### src/hdl/phs_pkg.sv
// shared types and constants for the point hash set
`timescale 1ns / 1ps
`default_nettype none
package phs_pkg;
  localparam int unsigned SlotsDefault = 1024;
  localparam int unsigned KeyW = 96;
  localparam logic [63:0] FnvBasis = 64'hCBF29CE484222325;
  localparam logic [63:0] FnvMult = 64'h00000100000001B3;

  typedef enum logic [1:0] {
    KIND_INSERT = 2'd0,
    KIND_REMOVE = 2'd1,
    KIND_LOOKUP = 2'd2,
    KIND_SPARE  = 2'd3
  } kind_e;

  typedef enum logic [1:0] {
    ST_OK      = 2'd0,
    ST_ABSENT  = 2'd1,
    ST_PRESENT = 2'd2,
    ST_FULL    = 2'd3
  } status_e;

  typedef enum logic [3:0] {
    S_CLEAR, S_IDLE, S_HM_MUL, S_HM_RED, S_PRB_RD, S_PRB_CHK, S_DONE,
    S_RC_RD, S_RC_CHK, S_RC_PRB_RD, S_RC_PRB_CHK
  } back_st_e;

  typedef struct packed {
    kind_e       kind;
    logic [95:0] key;
    logic [63:0] hash;
  } job_t;
endpackage
`default_nettype wire

### src/hdl/phs_front.sv
// front end: accepts requests and computes the fnv-1a hash one byte a cycle
`timescale 1ns / 1ps
`default_nettype none
module phs_front import phs_pkg::*; (
  input  wire logic        clk_i,
  input  wire logic        rst_ni,
  input  wire logic        in_valid_i,
  output logic             in_ready_o,
  input  wire logic [1:0]  kind_i,
  input  wire logic [95:0] key_i,
  output logic             job_valid_o,
  input  wire logic        job_ready_i,
  output job_t             job_o
);
  logic        busy_q, busy_d;
  logic        done_q, done_d;
  logic [3:0]  cnt_q, cnt_d;
  logic [63:0] hash_q, hash_d;
  logic [95:0] key_q;
  logic [1:0]  kind_q;
  logic [63:0] mixed;
  logic [7:0]  byte_sel;

  assign in_ready_o  = !busy_q;
  assign byte_sel    = key_q[{cnt_q, 3'b000} +: 8];
  assign mixed       = hash_q ^ {56'd0, byte_sel};
  assign job_valid_o = done_q;
  assign job_o       = '{kind: kind_e'(kind_q), key: key_q, hash: hash_q};

  always_comb begin
    busy_d = busy_q;
    done_d = done_q;
    cnt_d  = cnt_q;
    hash_d = hash_q;
    if (!busy_q) begin
      if (in_valid_i) begin
        busy_d = 1'b1;
        cnt_d  = 4'd0;
        hash_d = FnvBasis;
      end
    end else if (!done_q) begin
      // prime is 2^40 + 0x1b3
      hash_d = {mixed[23:0], 40'd0} + (mixed * 64'h1B3);
      cnt_d  = cnt_q + 4'd1;
      if (cnt_q == 4'd11) begin
        done_d = 1'b1;
      end
    end else if (job_ready_i) begin
      done_d = 1'b0;
      busy_d = 1'b0;
    end
  end

  always_ff @(posedge clk_i or negedge rst_ni) begin
    if (!rst_ni) begin
      busy_q <= 1'b0;
      done_q <= 1'b0;
      cnt_q  <= '0;
    end else begin
      busy_q <= busy_d;
      done_q <= done_d;
      cnt_q  <= cnt_d;
    end
  end

  always_ff @(posedge clk_i) begin
    hash_q <= hash_d;
    if (!busy_q && in_valid_i) begin
      key_q  <= key_i;
      kind_q <= kind_i;
    end
  end
endmodule
`default_nettype wire

### config.mk
export PLATFORM = sky130hd
export DESIGN_NAME = phs_front
export DESIGN_NICKNAME = d
export VERILOG_FILES = /design/src/hdl/phs_pkg.sv /design/src/hdl/phs_front.sv
export SDC_FILE = /design/constraint.sdc
export NUM_CORES = 1
export LEC_CHECK = 0
export ABC_AREA = 1
export BUFFER_PORTS_ARGS = -buffer_cell sky130_fd_sc_hd__buf_2
export CAP_MARGIN = 10
export CORE_MARGIN = 3
export CORE_UTILIZATION = 55
export CTS_BUF_LIST = sky130_fd_sc_hd__clkbuf_8
export DETAILED_ROUTE_END_ITERATION = 16
export PLACE_DENSITY_LB_ADDON = 0.05
export SLEW_MARGIN = 10
export SYNTH_ARGS = -nofsm -noshare
export SYNTH_HDL_FRONTEND = slang
export SYNTH_SLANG_ARGS = --single-unit
### constraint.sdc
create_clock -name clk_i -period 8.6 [get_ports clk_i]
set_input_delay 2.15 -clock clk_i [delete_from_list [all_inputs] [get_ports clk_i]]
set_output_delay 2.15 -clock clk_i [all_outputs]
set_load 0.1 [all_outputs]
# [Word-level counts from Yosys, hierarchy flattened]
# Cells that the tools add are included.
[totals] reg_bits=168 latch_bits=0 ramBits=0 romBits=0 in_bits=102 out_inout_bits=164 word_cells=29 mem_count=0
[classes] add_sub_neg=2 n_mul=1 div=0 n_lt_le_gt_ge=0 eq_ne=2 shifts=1 mux=12 n_bitwise=1 reduce_logical=4
[op_table] op="64-bit two-way mux" count=3
[op_table] op="96-bit by 8-bit variable part select with 8-bit output" count=1
[op_table] op="64-bit adder" count=1
[op_table] op="64-bit by 9-bit multiplier with 64-bit output, second input constant" count=1
[op_table] op="64-bit by 8-bit XOR with 64-bit output" count=1
[op_table] op="4-bit two-way mux" count=3
[op_table] op="1-bit two-way mux" count=6
[op_table] op="4-bit by 1-bit adder with 4-bit output, second input constant" count=1
[op_table] op="4-bit == test, second input constant" count=1
[op_table] op="2-bit inequality test, second input constant" count=1
[op_table] op="2-bit AND reduction" count=1
[op_table] op="2-bit nonzero test" count=1
[op_table] op="1-bit logical AND" count=1
[op_table] op="1-bit logical NOT" count=1

# [Logic depth before layout (Yosys ltp)]
# Gate-level depths: netlist of the first run.
[depth] depth_word=6 ltp_mapped=33 ltp_nobuf=31

# [Least setup slack after synthesis of the first run]
# Ideal clock, no wire load.
[synth_path] path_kind="register to register" start="register key_q[39]" end="register hash_q[36] (data pin)" setup_ns=0.253 arrival_ns=5.050 t_required_ns=8.347 slack_ns=3.297 path_stages_with_launch=29 path_buffers=1 synth_period_minus_slack_ns=5.303 path_cell_list="edfxtp_1 > nor2_1 > nor2_1 > o21ai_0 > o211ai_1 > o211ai_1 > nand2_1 > xor2_1 > ha_1 > buf_2 > xor2_1 > ha_1 > a21oi_1 > fa_1 > fa_1 > inv_1 > ha_1 > ha_1 > nand2_2 > nor2_1 > nand2_1 > nor2_2 > nand2_1 > nand3_2 > nand2_1 > nand2_1 > nand2_1 > nand2_1 > nor2_1"
[synth_via] elab_chain_len=6
[synth_rtl] item="from (decl)" line_no="phs_front.sv:19" text="logic [95:0] key_q;"
[synth_rtl] item="from (signal assigned)" line_no="phs_front.sv:69" text="key_q <= key_i;"
[synth_rtl] item="96-bit by 8-bit variable part select with 8-bit output" line_no="phs_front.sv:25" text="assign byte_sel = key_q[{cnt_q, 3'b000} +: 8];"
[synth_rtl] item="64-bit by 8-bit XOR with 64-bit output" line_no="phs_front.sv:26" text="assign mixed = hash_q ^ {56'd0, byte_sel};"
[synth_rtl] item="64-bit by 9-bit multiplier with 64-bit output" line_no="phs_front.sv:43" text="hash_d = {mixed[23:0], 40'd0} + (mixed * 64'h1B3);"
[synth_rtl] item="64-bit adder" line_no="phs_front.sv:43"
[synth_rtl] item="64-bit two-way mux" line_no="phs_front.sv:41" text="end else if (!done_q) begin"
[synth_rtl] item="64-bit two-way mux" line_no="phs_front.sv:35" text="if (!busy_q) begin"
[synth_rtl] item="to (signal assigned)" line_no="phs_front.sv:67" text="hash_q <= hash_d;"
[synth_rtl] item="to (decl)" line_no="phs_front.sv:18" text="logic [63:0] hash_q, hash_d;"
# No other way between the ends. The select of a mux whose other input is x is not followed.
# A chain may end at the register's enable or synchronous reset.

# [Worst setup path after layout of the first run]
[layout_path] start="register cnt_q[1]" end="register hash_q[63] (data pin)"
[layout_via] elab_chain_len=6
[layout_rtl] item="from (decl)" line_no="phs_front.sv:17" text="logic [3:0] cnt_q, cnt_d;"
[layout_rtl] item="from (signal assigned)" line_no="phs_front.sv:62" text="cnt_q <= cnt_d;"
[layout_rtl] item="96-bit by 8-bit variable part select with 8-bit output (*)" line_no="phs_front.sv:25"
[layout_rtl] item="64-bit by 8-bit XOR with 64-bit output (*)" line_no="phs_front.sv:26"
[layout_rtl] item="64-bit by 9-bit multiplier with 64-bit output" line_no="phs_front.sv:43"
[layout_rtl] item="64-bit adder (*)" line_no="phs_front.sv:43"
[layout_rtl] item="64-bit two-way mux (*)" line_no="phs_front.sv:41"
[layout_rtl] item="64-bit two-way mux (*)" line_no="phs_front.sv:35"
# Mark *: on every way between the ends. The rest lies on a longest branch, timed or not. The select of a mux whose other input is x is not followed.

==> results of run 1 <==
## cell families (layout without fill, tap and decap cells)
logic type,Yosys count,in the layout,share of synthesized area [%]
buffers and inverters,680,897,14.17
AND/OR/NAND/NOR,980,980,20.50
XOR/XNOR,31,31,1.347
adder cells (fa/ha/maj),412,412,34.22
AO/OA/AOI/OAI,179,179,4.880
flip-flops,168,168,24.88
## registers in the layout (all words and copies together) (netlist names)
register,flops
job_valid_o,1
key_q,96
hash_q,64
cnt_q,4
busy_q,1
kind_q,2
## through the flow
step                utilization, %  hold slack [ns]
detailed placement           59.94           0.5455
CTS                          60.97           0.5754
floorplan                        -           0.5988
global placement             59.94           0.5042
global route                 60.97           0.6170
finish                       60.97           0.5824
## final cells by class
class	instances	area, um2	share of cell area, %
clock buffers	17	234.0	1.071
clock inverters	14	132.6	0.6072
inverters	598	2248	10.29
multi-input cells	1602	12290	56.24
flip-flops and latches	168	5017	22.97
well taps	461	576.8	2.641
repair buffers	268	1349	6.175
## per-layer routing
metal,up-vias,track usage [%]
li1,7833,-
met1,7825,42.15
met2,600,58.06
met3,105,5.936
met4,2,11.30
met5,-,0
## placed cells by master, fill, tap and decap left out, drive strengths merged, types with 6 or more instances in the layout
master  synthesis  routed
a21o            7       7
a21oi          70      70
buf            77     268
clkbuf          5      17
clkinv          1       7
dfrtp           6       6
edfxtp        162     162
fa            232     232
ha            180     180
inv           597     605
nand2         626     626
nand3         104     104
nand3b          7       7
nand4          12      12
nor2          205     205
nor3           14      14
o211ai         10      10
o21ai          73      73
o22ai          11      11
xnor2           9       9
xor2           22      22
## worst register-to-register path, stage by stage, from the launching register on
cell	delay, ns
dfrtp_1	1.00
inv_2	0.37
o21ai_1	0.17
o22ai_1	0.08
o211ai_1	0.19
nand2_1	0.15
xor2_1	0.71
ha_1	0.46
xor2_1	0.20
ha_1	0.20
a21oi_1	0.20
fa_1	0.47
fa_1	0.49
inv_1	0.05
ha_1	0.27
ha_1	0.39
nand2_2	0.11
nor2_1	0.27
nand2_1	0.15
nor3_1	0.16
nand2_1	0.07
nand2_1	0.26
nand2_1	0.15
nand3_1	0.11
nand3_1	0.07
## worst min path at each step
| stage | startpoint | endpoint | cells past startpoint |
|---|---|---|---|
| final | job_valid_o | job_valid_o | 1 |
| after global routing | job_valid_o | job_valid_o | 1 |
| after CTS | job_valid_o | job_valid_o | 1 |
| after detailed placement | job_valid_o | job_valid_o | 1 |
| after global placement | job_valid_o | job_valid_o | 1 |
| after floorplan | cnt_q[0] | cnt_q[1] | 3 |
==> run summary, run 1 <==
Clk slew on worst S/H paths: 0.11 ns
Delay-heaviest family, CP: adder cells
Number of max-cap violations: 0
Critical path buffers and inverters: 2
Largest net degree at the start of global routing: 78
Metal-1 WL: 25,650 um
Dpl cell area: 21,480 um2
Syn_area_per_cell: 8.226 um2
DRC viols: 0
CP Launch Type: flip-flop
Kind of critical path: flip-flop to flip-flop
Syn nets: 2,964
Initial antenna violation count: 2
Post-layout minimum cycle time: 7.009 ns
Register area share after synthesis: 24.88%
Top post-synthesis cells by area: edfxtp_1, fa_1, nand2_1
Routability-driven placement congestion ratio: 1.005
Ys async rst share: 3.571%
CP endpoint: hash_q[63]
Leading area contributor after synthesis: edfxtp_1
Die footprint: 38,980 um2
Delay of the slowest critical-path stage: 1.00 ns
Routed WL: 63,130 um
1st-iter DRT viols: 1,066
Vias per cell: 5.232
Post-Syn Instances: 2,450
Clock latency on the worst-skew pair: 0.52 ns
Crit-path max FO: 33
Die height: 197.4 um
DR WL met2: 31,220 um
Final slew viol count: 0
Rel. slew slack: 34.64%
Top-area cell type share of the netlist area: 24.14%
Worst Path Arrival: 7.26 ns
CP max stage cell: dfrtp_1
CTS H-tree depth: 4
Top sig layer: met5
Max Clock Freq: 142.7 MHz
R2r startpoint: cnt_q[1]
HPWL Detailed: 54,800 um
# resized after CTS: 0
Fin area: 21,840 um2
Diodes inserted: 0
Clock Skew: 0.02389 ns
Vias in the first global route: 16,969
Crit path capture type: flip-flop
Finish-stage setup viols: 0
Status: completed
Placed insts: 3,097
Clock Root Buffer: clkbuf_8
# IOs: 266
First-pass GRT wire length: 97,150 um
Setup TNS: 0 ns
Routed Antenna Nets: 0
Most frequent cell after synthesis: nand2_1
Port Buf Inserts: 265
Overflow after GRT: 0
Layout cells sized above 1: 14.10%
Top_reg_cell synth: edfxtp_1
Synth warn: 0
Buffer count from post-CTS setup fixing: 0
WP data required: 8.85 ns
Post-synth top cells: nand2_1, inv_1, fa_1, ha_1, nor2_1
CTS Buf Count: 17
Final period utilization: 81.50%
Worst min path class: flip-flop to flip-flop
Clk buf depth: 2
Area Overhead vs Synth: 8.381%
Reg-to-reg endpoint: hash_q[63]
Worst Max-Slew Pin Slew: 0.9804 ns
Area of the mapped netlist: 20,150 um2
Stages on worst setup path: 24
DR WL/cell: 20.18 um
FILL cells: 3,273
Non-filler cells, final: 3,128
Unrepaired setup endpoints after global routing: false
Pre-Repair DR Iteration Count: 5
Core Area: 35,830 um2
Vias: 16,365
Initial Util: 56.25%
CP startpoint: cnt_q[1]
Hold Violations, Final: 0
Reg2reg path depth: 24
Final worst slack: 1.591 ns
CTS tree: built
#FFs+latches synth: 168
Cts hold-fix bufs: 0
Pre-CTS setup slack: 1.674 ns
Unique masters post-synth: 45
FP Rows: 69
Reg2reg setup slack: 1.59 ns
Die W: 197.4 um
Nets@finish: 3,169
Post-synth EDFFs: 162
CP cell instances: inv_2 > o21ai_1 > o22ai_1 > o211ai_1 > nand2_1 > xor2_1 > ha_1 > xor2_1 > ha_1 > a21oi_1 > fa_1 > fa_1 > inv_1 > ha_1 > ha_1 > nand2_2 > nor2_1 > nand2_1 > nor3_1 > nand2_1 > nand2_1 > nand2_1 > nand3_1 > nand3_1
Clock sink total: 168
Met3 Wirelength: 4087 um
Tot GR Track Use: 33.32%
Most used cell, CP: nand2_1
Power of run 1 is not shown: default switching activity piles up to over one toggle a cycle in this logic, so the estimate is an artifact.
==> inputs of run 2 (changes only) <==
--- a/config.mk
+++ b/config.mk
@@ -5,7 +5,7 @@
 export SDC_FILE = /design/constraint.sdc
 export NUM_CORES = 1
 export LEC_CHECK = 0
-export ABC_AREA = 1
+export ABC_AREA = 0
 export BUFFER_PORTS_ARGS = -buffer_cell sky130_fd_sc_hd__buf_2
 export CAP_MARGIN = 10
 export CORE_MARGIN = 3
==> constraint.sdc (replaced) <==
create_clock -name clk_i -period 6.4 [get_ports clk_i]
set_input_delay 1.6 -clock clk_i [delete_from_list [all_inputs] [get_ports clk_i]]
set_output_delay 1.6 -clock clk_i [all_outputs]
set_load 0.1 [all_outputs]
==> run 2 against run 1 <==
Count of clock-buffer cells in the layout is the same. Sequential share of layout area is 0.69 points higher. Global-route usage is 3.9 points lower. Routed wire length fell by 20%. Critical path type unchanged. Maximum frequency grew 11%. Synthesized cell count shrank 34%. Flip-flop and latch count stayed put. Register-to-register slack got worse by 1.5 ns. Via count decreased by 22%. Highest routed layer unchanged.
==> run summary, run 2 <==
Top post-synthesis cells by area: edfxtp_1, fa_1, ha_1
DR WL/cell: 21.56 um (+6.8%)
HPWL Detailed: 42,980 um (-22%)
FP Rows: 65 (-5.8%)
Crit-path max FO: 6 (-82%)
DRC viols: 0 (unchanged)
Fin util: 66.51% (+5.5 points)
CP max stage cell: mux4_2
Final slew viol count: 0 (unchanged)
Top_reg_cell synth: edfxtp_1
Most frequent cells in the layout: inv_1, buf_2, fa_1
Most frequent cell after synthesis: inv_1
Syn nets: 2,125 (-28%)
Unique masters post-synth: 66 (+47%)
Post-layout minimum cycle time: 6.294 ns (-0.7144 ns)
Pre-Repair DR Iteration Count: 6 (+1)
Vias per cell: 5.447 (+4.1%)
Clock Root Buffer: clkbuf_8
Clock sink total: 168 (unchanged)
Largest net degree at the start of global routing: 72 (-7.7%)
Post-Syn Instances: 1,611 (-34%)
1st-iter DRT viols: 721 (-32%)
Clk buf depth: 2 (unchanged)
Top reg by flops: key_q
Worst Max-Slew Pin Slew: 1.026 ns (+0.04592 ns)
Initial antenna violation count: 2 (unchanged)
Vias in the first global route: 13,603 (-20%)
Hold Violations, Final: 0 (unchanged)
Routed Antenna Nets: 0 (unchanged)
Most used cell, CP: buf_4
Die footprint: 34,830 um2 (-11%)
Post-synth EDFFs: 162 (unchanged)
Reg-to-reg endpoint: hash_q[58]
Reg2reg setup slack: 0.11 ns (-1.49 ns)
Delay of the slowest critical-path stage: 0.50 ns (-0.50 ns)
CTS H-tree depth: 4 (unchanged)
Worst min path class: flip-flop to flip-flop
Overflow after GRT: 0 (unchanged)
Core Area: 31,880 um2 (-11%)
Clk slew on worst S/H paths: 0.12 ns (about the same)
Diodes inserted: 0 (unchanged)
Die height: 186.6 um (-5.5%)
Clock latency on the worst-skew pair: 0.49 ns (-0.03 ns)
Register area share after synthesis: 27.94% (+3.1 points)
Max reg flops: 96 (unchanged)
Port Buf Inserts: 265 (unchanged)
#FFs+latches synth: 168 (unchanged)
Area Overhead vs Synth: 18.15%
Status: completed
Layout cells sized above 1: 27.47% (+13 points)
Leading area contributor after synthesis: edfxtp_1
Hold Crit Depth: 1 (unchanged)
R2r startpoint: cnt_q[0]
Syn_area_per_cell: 11.14 um2 (+35%)
WP data required: 6.64 ns (-2.21 ns)
Largest regs: key_q x96, hash_q x64, cnt_q x4
Max Clock Freq: 158.9 MHz (+11%)
Most common cell after layout, fill and taps aside: inv_1
Worst Path Arrival: 6.53 ns (-0.73 ns)
CP Launch Type: flip-flop
Final period utilization: 98.35% (+17 points)
Kind of critical path: flip-flop to flip-flop
Post-synth top cells: inv_1, fa_1, ha_1, edfxtp_1, a21oi_1
Clock Skew: 0.01776 ns (-0.006127 ns)
Rel. slew slack: 31.58% (-3.1 points)
HP Start: job_valid_o
CTS tree: built
Routed WL: 50,810 um (-20%)
Finish-stage setup viols: 0 (unchanged)
Unrepaired setup endpoints after global routing: true
First-pass GRT wire length: 78,120 um (-20%)
Number of max-cap violations: 0 (unchanged)
Delay-heaviest family, CP: adder cells
Area of the mapped netlist: 17,950 um2 (-11%)
Reg2reg path depth: 27 (+13%)
Initial Util: 56.30% (about the same)
Synth warn: 0 (unchanged)
# IOs: 266 (unchanged)
Hold path endpoint: job_valid_o
Cts hold-fix bufs: 0 (unchanged)
Tot GR Track Use: 29.39% (-3.9 points)
CTS Buf Count: 17 (unchanged)
Critical path buffers and inverters: 6 (+4)
Die W: 186.6 um (-5.5%)
Nets@finish: 2,423 (-24%)
Routability-driven placement congestion ratio: 0.9501 (-5.4%)
Ys async rst share: 3.571% (unchanged)
Vias: 12,839 (-22%)
Top-area cell type share of the netlist area: 27.11% (+3.0 points)
Crit path capture type: flip-flop
## run 2: what timing repair did
action,4_1_cts,5_1_grt
cloned,0,2
resized for setup,18,77
setup buffers,5,20
pin swaps,6,44
endpoints found under the setup margin,13,31
## run 2: cells by family (layout without fill, tap and decap cells)
group	after synthesis	after routing	synth area share [%]
DFF	168	168	27.94
AOI/OAI and AO/OA	254	254	9.196
xor gates and xnor gates	98	98	4.783
and+or+nand+nor	238	238	6.135
muxes	37	37	3.758
adders and majority gates	412	412	38.43
buffers and inverters	404	715	9.760
## run 2: per-stage QoR
step	setup WS (ns)	instance area, um2	std cells	TNS, ns	hold WS, ns
after CTS	0.01254	20460	2336	0	0.5770
final	0.1057	21200	2357	0	0.5796
after floorplan	0.04327	17960	1611	0	0.5772
after global routing	-0.1604	21200	2357	-1.242	0.6107
after global placement	-0.07104	19890	2299	-0.1231	0.5496
after detailed placement	-0.1471	19890	2299	-0.6104	0.5613
## run 2: area by class of cell
type | instances | area [um2]
multi-input cells | 1039 | 11820
fillers | 2570 | 10680
flip-flops and latches | 168 | 5017
repair buffers | 370 | 2207
inverters | 313 | 1175
well taps | 435 | 544.3
clock buffers | 17 | 234.0
clock inverters | 15 | 211.5
## run 2: metal layers
| layer | global-route usage [%] | share of wire, % |
|---|---|---|
| met1 | 40.40 | 42 |
| met2 | 46.97 | 47 |
| met3 | 5.899 | 6.7 |
| met4 | 10.47 | 3.8 |
| met5 | 0 | 0.063 |
## run 2: how the worst max path moves through the flow
| stage | cells after the start | start | slack (ns) | endpoint |
|---|---|---|---|---|
| after floorplan | 25 | cnt_q[0] | 0.04 | hash_q[55] |
| after global placement | 25 | cnt_q[0] | -0.07 | hash_q[57] |
| after detailed placement | 24 | cnt_q[0] | -0.15 | hash_q[57] |
| after CTS | 27 | cnt_q[0] | 0.01 | hash_q[58] |
| after global routing | 26 | cnt_q[0] | -0.16 | hash_q[58] |
| final | 27 | cnt_q[0] | 0.11 | hash_q[58] |
Power of run 2 is left out for the same reason.
