==> src/hdl/phs_pkg.sv <==
// shared types and constants for the point hash set
`timescale 1ns / 1ps
`default_nettype none
package phs_pkg;
  localparam int unsigned SlotsDefault = 1024;
  localparam int unsigned KeyW = 96;
  localparam logic [63:0] FnvBasis = 64'hCBF29CE484222325;
  localparam logic [63:0] FnvMult = 64'h00000100000001B3;

  typedef enum logic [1:0] {
    KIND_INSERT = 2'd0,
    KIND_REMOVE = 2'd1,
    KIND_LOOKUP = 2'd2,
    KIND_SPARE  = 2'd3
  } kind_e;

  typedef enum logic [1:0] {
    ST_OK      = 2'd0,
    ST_ABSENT  = 2'd1,
    ST_PRESENT = 2'd2,
    ST_FULL    = 2'd3
  } status_e;

  typedef enum logic [3:0] {
    S_CLEAR, S_IDLE, S_HM_MUL, S_HM_RED, S_PRB_RD, S_PRB_CHK, S_DONE,
    S_RC_RD, S_RC_CHK, S_RC_PRB_RD, S_RC_PRB_CHK
  } back_st_e;

  typedef struct packed {
    kind_e       kind;
    logic [95:0] key;
    logic [63:0] hash;
  } job_t;
endpackage
`default_nettype wire

==> src/hdl/phs_queue.sv <==
// two-entry job queue between front and back
`timescale 1ns / 1ps
`default_nettype none
module phs_queue import phs_pkg::*; (
  input  wire logic clk_i,
  input  wire logic rst_ni,
  input  wire logic in_valid_i,
  output logic      in_ready_o,
  input  job_t      in_i,
  output logic      out_valid_o,
  input  wire logic out_ready_i,
  output job_t      out_o
);
  job_t       buf_q [2];
  logic       wp_q, rp_q;
  logic [1:0] cnt_q;
  logic       push, pop;

  assign in_ready_o  = cnt_q != 2'd2;
  assign out_valid_o = cnt_q != 2'd0;
  assign out_o       = buf_q[rp_q];
  assign push        = in_valid_i && in_ready_o;
  assign pop         = out_valid_o && out_ready_i;

  always_ff @(posedge clk_i or negedge rst_ni) begin
    if (!rst_ni) begin
      wp_q  <= 1'b0;
      rp_q  <= 1'b0;
      cnt_q <= '0;
    end else begin
      if (push) wp_q <= !wp_q;
      if (pop) rp_q <= !rp_q;
      cnt_q <= cnt_q + {1'b0, push} - {1'b0, pop};
    end
  end

  always_ff @(posedge clk_i) begin
    if (push) buf_q[wp_q] <= in_i;
  end
endmodule
`default_nettype wire

==> config.mk <==
export PLATFORM = sky130hd
export DESIGN_NAME = phs_queue
export DESIGN_NICKNAME = d
export VERILOG_FILES = /design/src/hdl/phs_pkg.sv /design/src/hdl/phs_queue.sv
export SDC_FILE = /design/constraint.sdc
export NUM_CORES = 1
export LEC_CHECK = 0
export BUFFER_PORTS_ARGS = -buffer_cell sky130_fd_sc_hd__clkbuf_2
export CAP_MARGIN = 30
export CELL_PAD_IN_SITES_DETAIL_PLACEMENT = 1
export CELL_PAD_IN_SITES_GLOBAL_PLACEMENT = 2
export CORE_AREA = 2 2 267 137
export DETAILED_ROUTE_END_ITERATION = 8
export DIE_AREA = 0 0 269 139
export HOLD_SLACK_MARGIN = 0.12
export PLACE_DENSITY = 0.8
export SYNTH_ARGS = -nofsm -noshare
export SYNTH_HDL_FRONTEND = slang
export SYNTH_SLANG_ARGS = --single-unit
==> constraint.sdc <==
create_clock -name clk_i -period 15.2 [get_ports clk_i]
set_input_delay 3.04 -clock clk_i [delete_from_list [all_inputs] [get_ports clk_i]]
set_output_delay 3.04 -clock clk_i [all_outputs]
set_load 0.005 [all_outputs]
* After elaboration in Yosys (flattened, before gate mapping)
Memories as Yosys holds them, arrays and structs flattened.
Cells that the tools add are included.
Widths: inputs -> output; s select.
** Word-level totals
- Bits in registers :: 4
- Memory bits (writable) :: 324
- Bits of input ports :: 166
- Output and inout bits :: 164
- Word-level logic and storage cells :: 14
- Memories kept :: 1
** Cells by class
- $add $sub $neg :: 2
- Eq/ne operators :: 1
- Muxes and demuxes :: 2
- Reduce and logical (&&, ||, !) cells :: 5
** Memories
- buf_q :: words 2, bits a word 162, read ports 1, clocked after Yosys merged registers in 0, wr ports 1, RTL line phs_queue.sv:14 : job_t buf_q [2];
** Operators by type and width (number)
- $add 2x1->2 :: 1
- $logic_and 1x1->1 :: 2
- $logic_not 1->1 :: 2
- $mux 1 :: 2
- $ne 2x2->1 const B :: 1
- $reduce_bool 2->1 :: 1
- $sub 2x1->2 :: 1

* Longest topological paths before layout
Gate-level depths: netlist of the first run.
- Depth after elaboration :: 4
- Depth in mapped cells :: 5
- Depth with buffers taken out :: 5

* Worst setup path before layout of the first run
Ideal clock, no wire load.
- Path type :: input -> register
- Start point :: input in_valid_i
- End point :: memory buf_q[0][0] (netlist bit) (enable)
- Library setup time :: 0.685 ns
- Data arrival time :: 9.837 ns
- Required time :: 14.515 ns
- Path slack :: 4.678 ns
- Stages on the path :: 2
- Buffers on the path :: 0
- Cells stage by stage :: nand2_1 -> nor2_1
** On the way
- Cells in the longest elaborated chain, start to end :: 3
** Ends and longest elaborated chain
- start, declared :: RTL line phs_queue.sv:7 : input wire logic in_valid_i,
- $logic_and 1x1->1 :: RTL line phs_queue.sv:22 : assign push = in_valid_i && in_ready_o;
- $mux 1 :: RTL line phs_queue.sv:38 : if (push) buf_q[wp_q] <= in_i;
- $mux 1 (not written as such) :: RTL line phs_queue.sv:38
- end, declared :: RTL line phs_queue.sv:14
Every way passes these cells.

==> metrics.cfg, run 1 <==
[outcome]
outcome=completed

[global_routing]
antenna_found_initial=1
grt_overflow=0
grt_pass1_wl_um=41600
grt.total_usage_pct=14.7
grt_pass1_vias=6680
grt_max_degree=71

[finish]
multi_input_area_um2=2220
instances_no_fill=1390
final_util_pct=44.1
nets=1048
nFillCells=3447
layout.area.seq_um2=9830
diodes=0
syn_to_final_growth_pct=27.5
drive_above_1_share_pct=61.5

[synth]
avgSynthCellArea_um2=23.2
syn_inst=526
synth_edf_count=324
synth_top_cell_area_share_pct=79.9
yosys.area_share.simple_pct=0.483
synth_xor_area_share_pct=0.216
synth_nets=693
synth_fa_ha_area_share_pct=0.103
synth_compound_area_share_pct=0.195
ys.flop_type=edfxtp_1
syn-cell-area_um2=12200
synth_top_family_by_area=multiplexers
synth_seq_cells=328
synth.area.top_cells=edfxtp_1 80%, mux2_4 8.6%, mux2_2 8.5%
synth-warning-count=0
ys_seq_area_share_pct=80.7
synthArstFlopShare_pct=1.22
synth_area_leader_cell=edfxtp_1
synth_mux_area_share_pct=17.1
synth_most_common_cell=edfxtp_1
synthTopCellsByCount=324 x edfxtp_1, 92 x mux2_2, 70 x mux2_4
netlist-cell-type-count=19

[clock_tree]
cts_sinks=328
postCtsHoldBufs=0
clk_path_buf_depth=3
tritoncts=built
post_cts_buffers=0
cts_resized=0
insertion_delay_ns=0.57
htreeDepth=1
cts_buffers=31
path_clk_slew_ns=0.06
cts_root_buf=clkbuf_16

[placement]
dp.cells=1330
gp_congestion=0.747
dpl.hpwl_um=19200
io_buffers=329

[critical_path]
rr_endpoint=buf_q[1][60]
required_ns=12.16
path_buf_inv=3
crit_path_end_kind=output pin
crit_type=reg2out
rr_worst_depth=3
cp_max_fo=46
crit_slowest_cell=dfrtp_4
crit_family=buffers and inverters
critPathArrivalTime_ns=2.82
regToRegSetupSlack_ns=12.80
worstPathCellList=buf_4, buf_16, mux2_2, clkbuf_2
critPathLaunchType=flop
cp_slowest_stage_delay_ns=0.87
r2r-start=cnt_q[0]

[detailed_routing]
ant_nets=0
dr_wl_met2_um=12700
wl_um=28000
drt-vias-per-instance=4.45
drc=0
dr_wl_met3_um=2260
drt_iter0_markers=333
highest_layer=met5
dr.pass1.iters=4
num_vias=6180
avgRoutedWirePerCell_um=20.2
met1_length_um=12600

[die]
initial_utilization_pct=34.6
die_h_um=139
pin_count=330
rows=49
core_region_area_um2=35300
die-width_um=269
dieArea_um2=37400

[sta]
min_period_ns=5.86
min_period_over_period_pct=38.6
setup_viol=0
rsz0062_at_grt=false
worst-slew-pin-transition_ns=0.913
max_freq_mhz=171
finalHoldViolations=0
hold-worst-slack_ns=0.602
skew_ns=0.00635
fin_setup_tns_ns=0
relSlewSlack_pct=39.1
drv_slew=0

[flow_run]
cap_violations=0

[worst_hold_path]
hp-class=reg2reg
min_path_cells=1
min_to=wp_q
hold_start=wp_q

[power]
power_density_nw_per_um2=192
p_leak_nw=6.01
finalPower_mw=2.98
peakVddDrop_mv=0.0814

## registers in the layout, indices dropped and copies added (netlist names)
register / cells
buf_q: 324
cnt_q: 2
rp_q: 1
wp_q: 1
## worst max path at each step
| stage | start | endpoint | slack, ns | depth (start not counted) |
|---|---|---|---|---|
| 2_1_floorplan | in_valid_i | buf_q[0][0] | 4.68 | 2 |
| 3_3_place_gp | in_valid_i | buf_q[0][150] | 9.72 | 4 |
| 3_5_place_dp | in_valid_i | buf_q[0][113] | 9.78 | 4 |
| 4_1_cts | rp_q | out_o[41] | 9.28 | 4 |
| 5_1_grt | rp_q | out_o[39] | 9.18 | 4 |
| 6_report | rp_q | out_o[41] | 9.34 | 4 |
## per-stage QoR
step,instance area [µm²],setup WS (ns)
2_1_floorplan,12200,4.68
3_3_place_gp,14400,9.72
3_5_place_dp,14400,9.78
4_1_cts,15500,9.28
5_1_grt,15500,9.18
6_report,15500,9.34
## layout make-up
type,instances,share of cell area (%)
Timing Repair Buffer,340,11.7
Clock inverter,22,1.66
Sequential cell,328,63.3
Multi-Input combinational cell,180,14.3
Tap cell,484,3.90
Clock buffer,36,5.11
## power breakdown
group,switching [mW],internal [mW],total [mW]
logic,0.426,0.438,0.864
registers,0.0732,1.24,1.31
clock network,0.343,0.462,0.805
total,0.842,2.14,2.98
## cell usage in the layout (no fill, tap or decap), types with 2 or more instances in the layout
cell type,n
buf_16,4
buf_4,6
bufinv_16,5
clkbuf_1,5
clkbuf_16,31
clkbuf_2,329
clkinv_1,3
clkinv_2,6
clkinv_4,2
clkinvlp_4,3
dfrtp_1,3
edfxtp_1,324
inv_6,3
mux2_2,92
mux2_4,70
nand2_1,2
nor2_1,2
xnor2_1,3
## routing by layer
layer | vias to the layer above | track usage (%)
li1 | 2820 | -
met2 | 190 | 22.4
met1 | 3129 | 20.5
met4 | 2 | 2.72
met5 | - | 0
met3 | 39 | 5.11
## kinds of logic (layout without fill, tap and decap cells)
group / Yosys count / in the layout
xor gates and xnor gates: 3 / 3
buffers and inverters: 18 / 398
adders and majority gates: 1 / 1
muxes: 162 / 162
and+or+nand+nor: 11 / 11
AOI/OAI and AO/OA: 3 / 3
DFF: 328 / 328
Power figures use the tool's default switching activity.
==> inputs of run 2 (changes only) <==
Clock period 15.2 ns to 5.86 ns, I/O delays scaled along.
==> metrics.cfg, run 2 (same netlist as run 1, synthesis figures left out) <==
[global_routing]
antenna_found_initial=0  ; was 1
grt_max_degree=109  ; was 71
grt_overflow=0  ; unchanged
grt_pass1_wl_um=39600  ; was 41600 µm
grt.total_usage_pct=14.0  ; was 14.7%
grt_pass1_vias=6580  ; was 6680

[sta]
min_period_over_period_pct=65.5
drv_slew=0  ; unchanged
skew_ns=0.0270  ; was 0.00635 ns
rsz0062_at_grt=false  ; unchanged
setup_viol=0  ; unchanged
finalHoldViolations=0  ; unchanged
max_freq_mhz=260
relSlewSlack_pct=42.0  ; was 39.1%
worst-slew-pin-transition_ns=0.869  ; was 0.913 ns
fin_setup_tns_ns=0  ; unchanged
hold-worst-slack_ns=0.404  ; was 0.602 ns
min_period_ns=3.84

[power]
peakVddDrop_mv=0.307  ; was 0.0814 mV
p_leak_nw=5.87  ; was 6.01 nW
power_density_nw_per_um2=480  ; was 192 nW/µm²
finalPower_mw=7.32  ; was 2.98 mW

[die]
rows=49  ; unchanged
dieArea_um2=37400  ; unchanged
die_h_um=139  ; unchanged
die-width_um=269  ; unchanged
initial_utilization_pct=34.6  ; unchanged
core_region_area_um2=35300  ; unchanged
pin_count=330  ; unchanged

[clock_tree]
cts_buffers=30  ; was 31
insertion_delay_ns=0.57  ; about the same
cts_sinks=328  ; unchanged
clk_path_buf_depth=3  ; unchanged
path_clk_slew_ns=0.07  ; was 0.06 ns
tritoncts=built  ; unchanged
post_cts_buffers=0  ; unchanged
cts_resized=0  ; unchanged
cts_root_buf=clkbuf_16  ; unchanged
postCtsHoldBufs=0  ; unchanged
htreeDepth=1  ; unchanged

[detailed_routing]
drt-vias-per-instance=4.42  ; was 4.45
num_vias=6095  ; was 6180
drt_iter0_markers=357  ; was 333
avgRoutedWirePerCell_um=19.2  ; was 20.2 µm
dr.pass1.iters=4  ; unchanged
ant_nets=0  ; unchanged
drc=0  ; unchanged
wl_um=26500  ; was 28000 µm

[finish]
regMostFlops=buf_q  ; unchanged
nets=1041  ; was 1048
syn_to_final_growth_pct=25.2  ; was 27.5%
reg_top3=buf_q: 324 flops, cnt_q: 2 flops  ; unchanged
diodes=0  ; unchanged
final_cell_mix=329 x clkbuf_2, 324 x edfxtp_1, 92 x mux2_2  ; unchanged
final_util_pct=43.3  ; was 44.1%
largest_register_ffs=324  ; unchanged
drive_above_1_share_pct=60.4  ; was 61.5%
layout_commonest_cell=clkbuf_2  ; unchanged

[placement]
io_buffers=329  ; unchanged
dpl.hpwl_um=18000  ; was 19200 µm
gp_congestion=0.778  ; was 0.747

[critical_path]
critPathArrivalTime_ns=2.67  ; was 2.82 ns
critPathLaunch=rp_q  ; unchanged
rr_endpoint=buf_q[1][145]  ; was buf_q[1][60]
cp_max_fo=48  ; was 46
crit_type=reg2out  ; unchanged
rr_worst_depth=3  ; unchanged
critPathLaunchType=flop  ; unchanged
crit_path_end_kind=output pin  ; unchanged
regToRegSetupSlack_ns=3.47  ; was 12.80 ns
required_ns=4.69  ; was 12.16 ns
r2r-start=cnt_q[0]  ; unchanged

[flow_run]
cap_violations=0  ; unchanged

[worst_hold_path]
hp-class=in2async  ; was reg2reg

[outcome]
outcome=completed  ; unchanged

run 2: cell count changes in the layout (fill, tap and decap cells not counted):
cell,before,now
bufinv_16,5,0
buf_16,4,0
buf_4,6,2
clkinv_1,3,7
inv_6,3,0
buf_12,1,3
clkinv_4,2,0
clkbuf_1,5,6
clkinv_2,6,5
run 2: stage by stage:
step	cells	worst slack (ns)	cell area, µm²
after floorplan	526	0.401	12200
after global placement	1326	2.66	14400
after detailed placement	1326	2.59	14400
after CTS	1378	1.96	15300
after global routing	1378	1.89	15300
final	1378	2.02	15300
run 2: power breakdown:
group	internal, mW	leakage (nW)	switching, mW
registers	3.21	3.06	0.195
logic	1.09	2.39	1.04
clock network	0.958	0.420	0.827
total	5.26	5.86	2.07
run 2: area by class of cell:
class	instances	area (µm²)
repair buffers	334	1720
well taps	484	606
clock buffers	37	798
flip-flops and latches	328	9830
clock inverters	15	73.8
multi-input cells	180	2220
fillers	3462	20000
run 2: worst max-delay path by stage:
| stage | to | slack, ns | depth (start not counted) |
|---|---|---|---|
| floorplan | buf_q[1][0] | 0.40 | 1 |
| global placement | out_o[1] | 2.66 | 3 |
| detailed placement | out_o[3] | 2.59 | 3 |
| CTS | out_o[3] | 1.96 | 3 |
| global route | out_o[3] | 1.89 | 3 |
| finish | out_o[32] | 2.02 | 3 |
run 2: critical path: stages, from the launching register on:
cell and delay [ns]:
dfrtp_4 0.85, buf_4 0.62, mux2_2 0.41, clkbuf_2 0.12
run 2: routing by layer:
layer / global-route usage, % / vias to the layer above / share of wire [%]
met2: 20.9 / 197 / 44
met5: 0 / - / 0
met1: 19.7 / 3063 / 46
met3: 4.74 / 37 / 8.2
li1: - / 2798 / -
met4: 2.98 / 0 / 1.7
==> inputs of run 3 (changes only) <==
Clock period 5.86 ns to 3.6 ns, I/O delays scaled along.
==> metrics.cfg, run 3 (same netlist as run 1, synthesis figures left out) <==
[power]
swShare_pct=28.4  ; was 28.2%
peakVddDrop_mv=0.462  ; was 0.307 mV
power_density_nw_per_um2=789  ; was 480 nW/µm²
pwr-share-clk_pct=24.7  ; was 24.4%
combPwrFrac_pct=30.1  ; was 29.1%
pwr-share-seq_pct=45.2  ; was 46.5%
p_leak_nw=5.99  ; was 5.87 nW
power_switching_mw=3.47  ; was 2.07 mW
finalPower_mw=12.2  ; was 7.32 mW
p_int_mw=8.73  ; was 5.26 mW

[critical_path]
crit_path_end_kind=output pin  ; unchanged
required_ns=2.88  ; was 4.69 ns
crit_slowest_cell=dfrtp_4  ; unchanged
worstPathCellList=buf_4, mux2_2, clkbuf_2  ; unchanged
cp_slowest_stage_delay_ns=0.76  ; was 0.85 ns
critPathArrivalTime_ns=2.26  ; was 2.67 ns
rr_worst_depth=3  ; unchanged
critPathLaunchType=flop  ; unchanged
crit_type=reg2out  ; unchanged
cp_max_fo=29  ; was 48

[sta]
skew_ns=0.00978  ; was 0.0270 ns
fin_setup_tns_ns=0  ; unchanged
min_period_over_period_pct=82.8
relSlewSlack_pct=45.7  ; was 42.0%
hold-worst-slack_ns=0.349  ; was 0.404 ns
finalHoldViolations=0  ; unchanged
max_freq_mhz=336
drv_slew=0  ; unchanged
setup_viol=0  ; unchanged
min_period_ns=2.98
worst-slew-pin-transition_ns=0.814  ; was 0.869 ns
rsz0062_at_grt=false  ; unchanged

[outcome]
outcome=completed  ; unchanged

[placement]
gp_congestion=0.802  ; was 0.778
io_buffers=329  ; unchanged
dpl.hpwl_um=19600  ; was 18000 µm

[detailed_routing]
drc=0  ; unchanged
dr.pass1.iters=4  ; unchanged
ant_nets=0  ; unchanged
avgRoutedWirePerCell_um=20.0  ; was 19.2 µm
wl_um=27900  ; was 26500 µm
drt_iter0_markers=372  ; was 357
num_vias=6198  ; was 6095
drt-vias-per-instance=4.44  ; was 4.42

[finish]
final_cell_mix=329 x clkbuf_2, 324 x edfxtp_1, 92 x mux2_2  ; unchanged
nets=1056  ; was 1041
layout_commonest_cell=clkbuf_2  ; unchanged
regMostFlops=buf_q  ; unchanged
syn_to_final_growth_pct=27.0  ; was 25.2%
largest_register_ffs=324  ; unchanged
drive_above_1_share_pct=61.4  ; was 60.4%
reg_top3=buf_q: 324 flops, cnt_q: 2 flops  ; unchanged
nFillCells=3475  ; was 3462

[die]
initial_utilization_pct=34.6  ; unchanged
dieArea_um2=37400  ; unchanged
rows=49  ; unchanged
die-width_um=269  ; unchanged
core_region_area_um2=35300  ; unchanged
die_h_um=139  ; unchanged
pin_count=330  ; unchanged

[global_routing]
antenna_found_initial=4  ; was 0
grt_pass1_wl_um=41700  ; was 39600 µm
grt.total_usage_pct=14.8  ; was 14.0%
grt_overflow=0  ; unchanged
grt_pass1_vias=6737  ; was 6580
grt_max_degree=73  ; was 109

[clock_tree]
cts_root_buf=clkbuf_16  ; unchanged
htreeDepth=1  ; unchanged
tritoncts=built  ; unchanged
cts_sinks=328  ; unchanged
cts_buffers=30  ; unchanged
clk_path_buf_depth=3  ; unchanged
path_clk_slew_ns=0.07  ; about the same
insertion_delay_ns=0.56  ; was 0.57 ns

[worst_hold_path]
min_path_cells=1
hp-class=in2reg  ; was in2async

[flow_run]
cap_violations=0  ; unchanged

==> run 3: changes by cell type in the layout (fill, tap and decap cells not counted), moves of 2 or more <==
cell and delta:
buf_12 +4, buf_4 +10, clkbuf_1 -2, clkinv_2 +4, clkinvlp_4 -2
==> run 3: path summary, 6_finish.rpt <==
check	slack [ns]	to	start
max	0.62	out_o[156]	rp_q
min	0.35	buf_q[0][80]	in_i[80]
max reg2reg	1.46	buf_q[1][72]	cnt_q[0]
min reg2reg	0.55	wp_q	wp_q
max in group asynchronous	2.92	rp_q	rst_ni
min in group asynchronous	0.54	rp_q	rst_ni
==> run 3: per-stage QoR <==
stage	cells	instance area, µm²	utilization, %	setup WS, ns
after detailed placement	1340	14500	41.3	1.16
after floorplan	526	12200	-	0.0147
final	1395	15500	43.9	0.620
after CTS	1394	15500	43.9	0.525
after global placement	1340	14500	41.3	1.18
after global routing	1395	15500	43.9	0.486
==> run 3: repair_timing <==
item | in CTS | in global routing
resized for setup | 0 | 0
endpoints found under the hold margin | 4 | 0
hold buffers | 1 | 0
buffers inserted | 0 | 0
==> run 3: power groups by stage <==
stage / Sequential [mW] / Clock, mW / Combinational [mW]
final: 5.51 / 3.01 / 3.68
after floorplan: 5.49 / 0 / 2.25
after global routing: 5.61 / 3.24 / 3.98
after global placement: 5.58 / 0 / 3.71
after detailed placement: 5.60 / 0 / 3.76
after CTS: 5.53 / 3.12 / 3.78
==> run 3: layout make-up <==
class                           count  area, µm²  area share [%]
Antenna cell                        1       2.50          0.0162
Clock buffer                       35        791            5.11
Clock inverter                     18        121           0.785
Multi-Input combinational cell    180       2230            14.4
Sequential cell                   328       9830            63.6
Tap cell                          484        606            3.91
Timing Repair Buffer              349       1890            12.2
==> run 3: metal layers <==
metal | global-route usage, % | part of all wire [%]
met2 | 22.4 | 45
met1 | 21.2 | 46
met4 | 3.07 | 2.1
met5 | 0 | 0.097
met3 | 4.17 | 6.9
==> run 3: worst max-delay path, delay by kind of cell (launching register included) <==
family,cells,cell delay [ns]
muxes,1,0.40
DFF,1,0.76
buffers and inverters,2,0.53
